==> src/gsca_pkg.sv <==
`timescale 1ns / 1ps
package gsca_pkg;

	localparam int MAX_ENTRIES = 512;
	localparam int INDEX_BITS  = 20;
	localparam int IDX_W       = $clog2(MAX_ENTRIES);
	localparam int CNT_W       = $clog2(MAX_ENTRIES + 1);
	localparam int READ_W      = 9;
	localparam int TALLY_W     = 16;
	localparam int GRP_SIZE    = 16;
	localparam int NUM_GRP     = MAX_ENTRIES / GRP_SIZE;

	localparam logic [TALLY_W-1:0] TALLY_MAX = {TALLY_W{1'b1}};

	typedef logic [INDEX_BITS-1:0] key_t;

	typedef enum logic [1:0] {
		OP_CLEAR  = 2'd0,
		OP_TOGGLE = 2'd1,
		OP_READ   = 2'd2,
		OP_NOP    = 2'd3
	} op_t;

	typedef enum logic [1:0] {
		STATUS_OK       = 2'd0,
		STATUS_OVERFLOW = 2'd1,
		STATUS_RANGE    = 2'd2
	} status_t;

	typedef enum logic [1:0] {
		FSM_IDLE,
		FSM_CMP,
		FSM_COMMIT
	} fsm_t;

	typedef struct packed {
		logic load;
		logic commit;
	} ctrl_t;

	typedef struct packed {
		logic ins;
		logic del;
	} shift_t;

endpackage

==> src/gsca_group.sv <==
`timescale 1ns / 1ps
module gsca_group import gsca_pkg::*; (
	input  logic                                clk,
	input  logic [GRP_SIZE-1:0]                 hit,
	input  logic [GRP_SIZE-1:0][INDEX_BITS-1:0] data,
	output logic                                hit_s2,
	output key_t                                data_s2
);

	key_t data_or;

	always_comb begin
		data_or = '0;
		for (int i = 0; i < GRP_SIZE; i++) begin
			data_or = data_or | data[i];
		end
	end

	always_ff @(posedge clk) begin
		hit_s2  <= |hit;
		data_s2 <= data_or;
	end

endmodule

==> config.mk <==
export PLATFORM = sky130hd
export DESIGN_NAME = gsca_group
export DESIGN_NICKNAME = d
export VERILOG_FILES = /design/src/gsca_pkg.sv /design/src/gsca_group.sv
export SDC_FILE = /design/constraint.sdc
export NUM_CORES = 1
export LEC_CHECK = 0
export ABC_AREA = 1
export BUFFER_PORTS_ARGS = -buffer_cell sky130_fd_sc_hd__buf_2
export CORE_AREA = 8 8 134 136
export DETAILED_ROUTE_END_ITERATION = 10
export DIE_AREA = 0 0 142 144
export MAX_ROUTING_LAYER = met4
export SYNTH_ARGS = -nofsm -noshare
export SYNTH_HDL_FRONTEND = slang
export SYNTH_SLANG_ARGS = --single-unit
==> constraint.sdc <==
create_clock -name clk -period 0.8 [get_ports clk]
set_input_delay 0.08 -clock clk [delete_from_list [all_inputs] [get_ports clk]]
set_output_delay 0.08 -clock clk [all_outputs]
set_load 0.02 [all_outputs]
---- Word-level counts from Yosys, hierarchy flattened ----
Cells that the tools add are included.
word-level totals
  output and inout bits ................... 21
  input port bits ......................... 337
  word-level logic and storage cells ...... 18
  bits in registers ....................... 21
cells by class
  bitwise gates (word level) .............. 15
  reduce and logical (&&, ||, !) cells .... 1
operators with widths
  kind              count
  $or 20x20->20     15
  $reduce_or 16->1  1

---- Depth between registers and ports, before layout ----
  word-level depth ........................ 15
  gate-level depth with buffers ........... 4
  mapped depth without buffers ............ 4

---- Least setup slack after synthesis ----
No wires, ideal clock.
  path kind ............................... reg-to-output
  from .................................... register data_s2[0]
  to ...................................... output data_s2[0]
  setup slack ............................. 0.325 ns
  data required time ...................... 0.720 ns
  arrival time ............................ 0.395 ns
  stages on the path, launching flop included .. 1
  path buffers ............................ 0
  path through ............................ dfxtp_1
RTL lines
  what                    line              source
  from (decl)             gsca_group.sv:7   output key_t data_s2
  from (signal assigned)  gsca_group.sv:21  data_s2 <= data_or;
No word-level cell between the ends.

---- Worst setup path after layout ----
  from .................................... register data_s2[13]
  to ...................................... output data_s2[13]
No word-level cell between the ends.

==> reports/results.ini <==
[run_status]
status=finished with violations
violations=setup timing

[cts]
cts_buffer_depth=2
cts_buffers=3
cts_tree=yes
postCtsSetupBuffers=0
cts.sinks=21
hold_buffers=0
path_clk_slew_ps=70
cts_max_level=1
root_buffer=clkbuf_16

[sta]
worst_slew_pin_slew_ps=360
fmax_mhz=1250
layout_setup_ws_ps=-0.321
final.setup.tns_ps=-0.321
timing.slew.headroom=0.759
finalHoldViolCount=0
setup_viol=1
final.min_clock_period_ps=800
rsz0062_at_grt=true
fin_crit_sh=1.00
slew_viol_final=0

[floorplanning]
io_pins=358
row_count=47
start_util=0.0998
die_area_um2=20400
fp.dieW_um=142
die_h_um=144
core-area_um2=16100

[cells_and_area]
fill_cells=1871
area_growth_pct=144
drive_gt1_frac=0.547
fin_nets=1036
fin_area_um2=3910
antennaDiodeCount=0

[logic_synthesis]
yosysMostFrequentCell=nor2_1
yosys.area.top_type=nor2_1
ys_types=3
synth_area_leaders=nor2_1 (49%), dfxtp_1 (26%), nand2_1 (25%)
synth_enable_flop_cells=0
seq_area_frac_synth=0.262
ys_seq_elements=21
synthArstFlopShare=0
synth_cells=336
syn_nets=673
synthTopCellsByCount=nor2_1 (210), nand2_1 (105), dfxtp_1 (21)
synth_warnings=0
ys.flop_type=dfxtp_1
synth_area_um2=1600
synth_area_per_cell_um2=4.77
synth_top_area_share=0.492

[global_routing]
grt_max_degree=12
grt_pass1_vias=3334
busiest_layer=met2
overflow=0
grt.met1_usage=0.107
grtUsageMet2=0.177
grt_pass1_wl_mm=15.4
grt.total_usage=0.0986
grtUsageMet3=0.0300
antenna_found_initial=0

[pwr]
swShare=0.260
intPower_w=0.00242
p_per_area_nw_per_um2=835
p_switching_w=0.000848
ir_worst_vdd_mv=0.547
power_frac_seq=0.320
p_comb_frac=0.330
pwr-share-clk=0.351
cellLeakagePower_nw=2.06

[critical_path]
cp-end-kind=output port
path_cells=buf_6
required_ps=720
critical_path.startpoint_type=register
worst_path_max_delay_cell=dfxtp_2
cp.arrival_ps=720
worst-setup-path-type=register to output port
critPathTopFamily=flip-flops
slowest_delay_ps=340
crit_path_max_fanout=1
crit_buf_inv=1

[placement]
routabilityCongestion=0.887
place_area_um2=3670
port_buffers=357
hpwl_mm=10.5

[routing]
drt-total-wl_mm=11.2
wl_per_cell_um=12.2
detail_route.first_pass.iterations=4
via_count=3165
viasPerCell=3.45
initialDrtViolationCount=95
route.detailed.drc=0
ant_nets=0

[flow_run]
cap_violations=0

[worst_hold_path]
hp-class=input port to register

==> worst paths after layout <==
path	start	to	slack, ps	cells after the start
worst max-delay path	data_s2[13]$_DFF_P_	data_s2[13]	-0.3	1
worst min-delay path	data[105]	data_s2[5]$_DFF_P_	60	5
==> kinds of logic (layout without fill, tap and decap cells) <==
| kind of cell | after synthesis | in the layout | synth area share |
|---|---|---|---|
| and+or+nand+nor | 315 | 315 | 0.738 |
| DFF | 21 | 21 | 0.262 |
| buffers and inverters | 0 | 362 | 0 |
==> metrics by stage <==
stage / std cells / worst slack, ps / hold WS [ps] / power [W] / util
detailed placement: 914 / -105 / 335 / 0.00215 / 0.229
CTS: 918 / -33.5 / 47.1 / 0.00338 / 0.243
global route: 918 / -36.5 / 69.7 / 0.00353 / 0.243
floorplan: 336 / 325 / 237 / 0.00131 / -
global placement: 914 / -98.5 / 332 / 0.00214 / 0.229
finish: 918 / -0.321 / 57.0 / 0.00327 / 0.243
==> what timing repair did <==
action	in CTS	in global routing
hold endpoints to repair	0	0
resized for setup	58	5
setup endpoints to repair	21	21
cloned	0	0
==> layout make-up <==
class	count	area (µm²)	area share
repair buffers	358	1930	0.493
clock buffers	4	78.8	0.0202
multi-input cells	315	1180	0.302
flip-flops and latches	21	447	0.114
well taps	220	275	0.0704
==> layout by cell type (no fill, tap or decap) <==
| cell | count |
|---|---|
| buf_2 | 336 |
| buf_4 | 1 |
| buf_6 | 21 |
| clkbuf_1 | 1 |
| clkbuf_16 | 3 |
| dfxtp_2 | 21 |
| nand2_1 | 105 |
| nor2_1 | 210 |
==> per-layer routing <==
metal  vias to the layer above  wire length [µm]
li1                       1732                 -
met1                      1236              4410
met2                       192              5710
met3                         5              1040
met4                         0                51
met5                         -                 0
==> power by group through the flow <==
stage	Clock [W]	Sequential, W	Combinational, W
detailed placement	0	0.00107	0.00108
finish	0.00115	0.00104	0.00108
global placement	0	0.00107	0.00107
global route	0.00128	0.00104	0.00121
floorplan	0	0.00107	0.000239
CTS	0.00126	0.00104	0.00108
==> sequential cells by signal, summed over array words and instances, names as in the netlist <==
register,count
data_s2,20
hit_s2,1
Power figures use the tool's default switching activity.
