## src/gsca_pkg.sv

```systemverilog
`timescale 1ns / 1ps
package gsca_pkg;

	localparam int MAX_ENTRIES = 512;
	localparam int INDEX_BITS  = 20;
	localparam int IDX_W       = $clog2(MAX_ENTRIES);
	localparam int CNT_W       = $clog2(MAX_ENTRIES + 1);
	localparam int READ_W      = 9;
	localparam int TALLY_W     = 16;
	localparam int GRP_SIZE    = 16;
	localparam int NUM_GRP     = MAX_ENTRIES / GRP_SIZE;

	localparam logic [TALLY_W-1:0] TALLY_MAX = {TALLY_W{1'b1}};

	typedef logic [INDEX_BITS-1:0] key_t;

	typedef enum logic [1:0] {
		OP_CLEAR  = 2'd0,
		OP_TOGGLE = 2'd1,
		OP_READ   = 2'd2,
		OP_NOP    = 2'd3
	} op_t;

	typedef enum logic [1:0] {
		STATUS_OK       = 2'd0,
		STATUS_OVERFLOW = 2'd1,
		STATUS_RANGE    = 2'd2
	} status_t;

	typedef enum logic [1:0] {
		FSM_IDLE,
		FSM_CMP,
		FSM_COMMIT
	} fsm_t;

	typedef struct packed {
		logic load;
		logic commit;
	} ctrl_t;

	typedef struct packed {
		logic ins;
		logic del;
	} shift_t;

endpackage

```

## src/gsca_cell.sv

```systemverilog
`timescale 1ns / 1ps
module gsca_cell import gsca_pkg::*; (
	input  logic             clk,
	input  logic [IDX_W-1:0] idx,
	input  key_t             key,
	input  logic [IDX_W-1:0] rd,
	input  logic             is_read,
	input  logic [CNT_W-1:0] count,
	input  shift_t           shift,
	input  key_t             left_entry,
	input  logic             left_lt,
	input  key_t             right_entry,
	output key_t             entry,
	output logic             lt,
	output logic             hit,
	output key_t             hit_data
);

	key_t entry_q;
	logic occupied;

	assign occupied = CNT_W'(idx) < count;
	assign lt       = occupied && (entry_q < key);
	assign hit      = is_read ? (idx == rd) : (occupied && (entry_q == key));
	assign hit_data = hit ? entry_q : '0;
	assign entry    = entry_q;

	// cells at or above the sorted position move: right on insert, left on delete
	always_ff @(posedge clk) begin
		if (shift.ins && !lt) begin
			entry_q <= left_lt ? key : left_entry;
		end else if (shift.del && !lt) begin
			entry_q <= right_entry;
		end
	end

endmodule

```

## config.mk

```make
export PLATFORM = sky130hd
export DESIGN_NAME = gsca_cell
export DESIGN_NICKNAME = d
export VERILOG_FILES = /design/src/gsca_pkg.sv /design/src/gsca_cell.sv
export SDC_FILE = /design/constraint.sdc
export NUM_CORES = 1
export LEC_CHECK = 0
export BUFFER_PORTS_ARGS = -buffer_cell sky130_fd_sc_hd__buf_4
export CORE_MARGIN = 2
export CORE_UTILIZATION = 39
export CTS_CLUSTER_SIZE = 30
export DETAILED_ROUTE_END_ITERATION = 16
export HOLD_SLACK_MARGIN = 0.02
export PLACE_DENSITY = 0.77
export REMOVE_ABC_BUFFERS = 1
export SLEW_MARGIN = 20
export SYNTH_ARGS = -nofsm -noshare
export SYNTH_HDL_FRONTEND = slang
export SYNTH_SLANG_ARGS = --single-unit
```

## constraint.sdc

```tcl
create_clock -name clk -period 2.89 [get_ports clk]
set_input_delay 0 -clock clk [delete_from_list [all_inputs] [get_ports clk]]
set_output_delay 0 -clock clk [all_outputs]
set_load 0.005 [all_outputs]
```

After elaboration in Yosys (flattened, before gate mapping)
Cells that the tools add are included.
{ "word_totals": {"ff_bits": 20, "latch_bits": 0, "ram_bits": 0, "mem_bits_ro": 0, "in_bits": 93, "out_inout_bits": 42, "word_cells": 16, "mem_count": 0} }
{ "classes": {"n_addsub": 0, "multipliers": 0, "div": 0, "n_lt_le_gt_ge": 2, "n_eq_ne": 2, "n_shift": 0, "n_mux": 5, "bitwise": 0, "reduce_logical": 6} }
{ "ops": {"columns": ["op", "count"], "rows": [
  ["20-bit 2-to-1 mux", 4],
  ["20-bit == test", 1],
  ["20-bit < comparator", 1],
  ["9-bit by 10-bit < comparator with 1-bit output", 1],
  ["9-bit == test", 1],
  ["1-bit logical AND", 4],
  ["2-bit nonzero test", 1],
  ["1-bit zero test", 1],
  ["1-bit 2-to-1 mux", 1]
]} }

Depth between registers and ports, before layout
{ "depth": {"depth_word": 6, "ltp_mapped": 9, "ltp_nobuf": 8} }

Worst setup path after synthesis
OpenSTA, ideal clock, no wires.
{ "synth_timing": {"path_type": "flip-flop to flip-flop", "from": "register entry_q[18] (netlist: entry[18])", "to": "register entry_q[0] (netlist: entry[0]), enable pin", "setup_time_ns": 0.397, "arrival_ns": 2.543, "required_ns": 2.493, "path_slack_ns": -0.050, "stages_incl_launch_ff": 7, "path_buffers": 0, "synth_period_minus_slack_ns": 2.940, "cell_sequence": "edfxtp_1 ha_1 nand4_2 or4_1 a21oi_2 nor3_1 nor2_1"} }
{ "synth_between": {"elab_chain_cells": 5, "word_cells_on_any_way": 6, "cone_classes": "1 x order compare; 5 x reduce/logical"} }
{ "synth_rtl": {"columns": ["element", "line", "rtl"], "rows": [
  ["from (decl)", "gsca_cell.sv:19", "key_t entry_q;"],
  ["from (signal assigned)", "gsca_cell.sv:31", "entry_q <= left_lt ? key : left_entry;"],
  ["from (signal assigned)", "gsca_cell.sv:33", "entry_q <= right_entry;"],
  ["20-bit < comparator *", "gsca_cell.sv:23", "assign lt = occupied && (entry_q < key);"],
  ["1-bit logical AND *", "gsca_cell.sv:23", null],
  ["via lt", "gsca_cell.sv:14", "output logic lt,"],
  ["1-bit zero test *", "gsca_cell.sv:30, gsca_cell.sv:32", null],
  ["1-bit logical AND, on equally long branches", "gsca_cell.sv:30, gsca_cell.sv:32", null],
  ["2-bit nonzero test (no source line) *", null, null]
]} }
Mark *: on every way through the listed nets, which the timed path passes. The rest lies on a longest branch.
A chain may end at the register's enable or synchronous reset.

Worst setup path after layout
{ "layout_timing": {"from": "register entry_q[18] (netlist: entry[18])", "to": "register entry_q[17] (netlist: entry[17]) (data pin)"} }
{ "layout_between": {"elab_chain_cells": 5} }
{ "layout_rtl": {"columns": ["element", "line", "rtl"], "rows": [
  ["20-bit < comparator", "gsca_cell.sv:23", null],
  ["1-bit logical AND", "gsca_cell.sv:23", null],
  ["1-bit zero test", "gsca_cell.sv:30", "if (shift.ins && !lt) begin"],
  ["1-bit logical AND", "gsca_cell.sv:30", null],
  ["20-bit 2-to-1 mux", "gsca_cell.sv:30", null]
]} }
Every way passes these cells.

==> results.md <==
- Post-cts sizing count: 0
- Power per Cell Area: 355.7 nW/um^2
- Crit end category: register
- Max reg flops: 20
- Seq/Total Area, Yosys: 0.2783
- First-pass GRT wire length: 9.425 mm
- Worst-path maximum fanout: 20
- Layout area overhead: 50.96%
- Worst-case reg-to-reg path depth: 6
- Endpoints failing setup: 0
- Max-Slew Margin vs Limit: 0.6146
- Vias in the first global route: 2,139
- Placeable core area: 5439 um^2
- Slew Limit Fails: 0
- Fmax achieved: 371.6 MHz
- HP Class: in2reg
- Final Critical Period: 2691 ps
- CTS Buf Count: 3
- Final hold violation count: 0
- Grt ovf: 0
- DP HPWL: 5.094 mm
- Critical Path AT: 2710 ps
- Setup Buffers After CTS: 0
- Full die area: 6145 um^2
- Fin util: 0.5990
- Via Count: 1,992
- DRC: 0
- Maximum vdd drop: 0.0001738 V
- Main synth FF type: edfxtp_1
- Final GP Congestion: 0.8313
- Share of cells above drive strength 1: 0.5463
- Die X: 78.39 um
- Hold buffers post-CTS: 0
- Worst path required time: 2910 ps
- Clock Pin Slew Worst Setup and Hold Paths: 80 ps
- Worst R2R Setup Slack: 200 ps
- RSZ-0062 raised after global routing: no
- Initial Util: 0.3968
- Drt total wl: 5.989 mm
- Measured slew at the worst slew-check pin: 576.7 ps
- Period utilization: 0.9311
- Die boundary height: 78.39 um
- Detailed Routing Iterations Pass 1: 4
- Critical setup path kind: reg2reg
- Post-synth top area share: 0.2783
- Clk_skew: 6.403 ps
- Critical Path Source Type: register
- Starting DRC count in detailed routing: 41
- H-Tree Depth: 1
- Post-synth EDFFs: 20
- Synth area leader: edfxtp_1
- Worst slack at placement: 191.8 ps
- CTS tree: yes
- P_leak: 1.665 nW
- Clk sinks: 20
- Initial antenna violation count: 0
- Synth Instances: 202
- Detail Route Antenna Nets: 0
- Pin count of the biggest net entering global routing: 21
- Max Cap Viol: 0
- Synthesized flop and latch total: 20
- Hold Path Stages: 2
- Number of diodes: 0
- Synthesized area per cell: 10.68 um^2
- Routed vias/inst: 4.894
- Fraction of registers with async set or reset after synthesis: 0
- Tot GR Track Use: 0.1962
- Clock Root Buffer: clkbuf_8
- Mapped Area: 2158 um^2
- Most frequent cells after synthesis: ha_1 (28), inv_1 (28), edfxtp_1 (20), mux2_2 (20), mux2_4 (20)
- Clk_lat worst skew: 270 ps
- Input/output buffers: 134
- Num ports: 135
- Outcome: finished clean
- Setup ws final: 199.0 ps
- # rows: 27
- CTS Buffer Depth: 2
- # nets final: 458
- Distinct cells, synth: 34
- Ys Warns: 0
- Drt wl/cell: 14.71 um
- Largest cells by area after synthesis: edfxtp_1 (28%), ha_1 (16%), mux2_4 (14%)
-- per-layer routing --
layer  vias up  track usage  share of wire
met5         -            0              0
li1        992            -              -
met2        87       0.3836           0.52
met3        12      0.02644          0.063
met4         0      0.07368          0.020
met1       901       0.2116           0.40
-- logic make-up after synthesis --
kind of cell | count (synthesis) | synth area share
and+or+nand+nor | 47 | 0.1281
muxes | 40 | 0.2435
buffers and inverters | 34 | 0.07420
adders and majority gates | 28 | 0.1623
AOI/OAI and AO/OA | 24 | 0.07711
DFF | 20 | 0.2783
xor gates and xnor gates | 9 | 0.03652
-- worst paths after layout --
kind / startpoint / to
hold reg to reg: entry[19] / entry[11]
setup / recovery: entry[18] / entry[17]
hold / removal: right_entry[11] / entry[11]
setup reg to reg: entry[18] / entry[17]
-- per-stage QoR --
step	hold slack, ps	cells	power, W	cell area [um^2]	setup TNS (ps)
2_1_floorplan	133.3	196	0.0007079	2103	-992.2
3_3_place_gp	300.9	404	0.0009562	3217	0
3_5_place_dp	303.1	404	0.0009784	3217	0
4_1_cts	27.00	407	0.001168	3258	0
5_1_grt	20.36	407	0.001240	3258	0
6_report	27.21	407	0.001159	3258	0
-- critical path: stages, from the launching register on --
cell	delay [ps]
edfxtp_1	430
ha_1	360
nand4_2	160
or4_1	580
a21oi_2	160
o31a_4	410
mux2_4	340
-- cell usage in the layout (no fill, tap or decap), types with 2 or more instances in the layout --
cell type and n:
a21oi_1 10, nand4_1 6, edfxtp_1 20, nor3_1 2
ha_1 28, inv_1 28, buf_4 136, o21ai_0 3
nand3_1 2, nand2_1 5, mux2_2 20, clkbuf_8 3
xor2_1 8, mux2_4 20, a211oi_1 2, nor4_1 3
nor2_1 3, and2_1 19
-- layout make-up --
cell class	count	area (um^2)
Sequential cell	20	600.6
Fill cell	470	2181
Multi-Input combinational cell	148	1400
Clock buffer	3	41.29
Inverter	28	105.1
Timing Repair Buffer	136	1021
Tap cell	72	90.09
-- power by group --
group / internal (W) / total (W) / switching, W
clock network: 0.0000932 / 0.000191 / 0.0000976
registers: 0.000393 / 0.000432 / 0.0000381
logic: 0.000314 / 0.000536 / 0.000222
total: 0.000801 / 0.00116 / 0.000358
(Power assumes the default switching activity.)
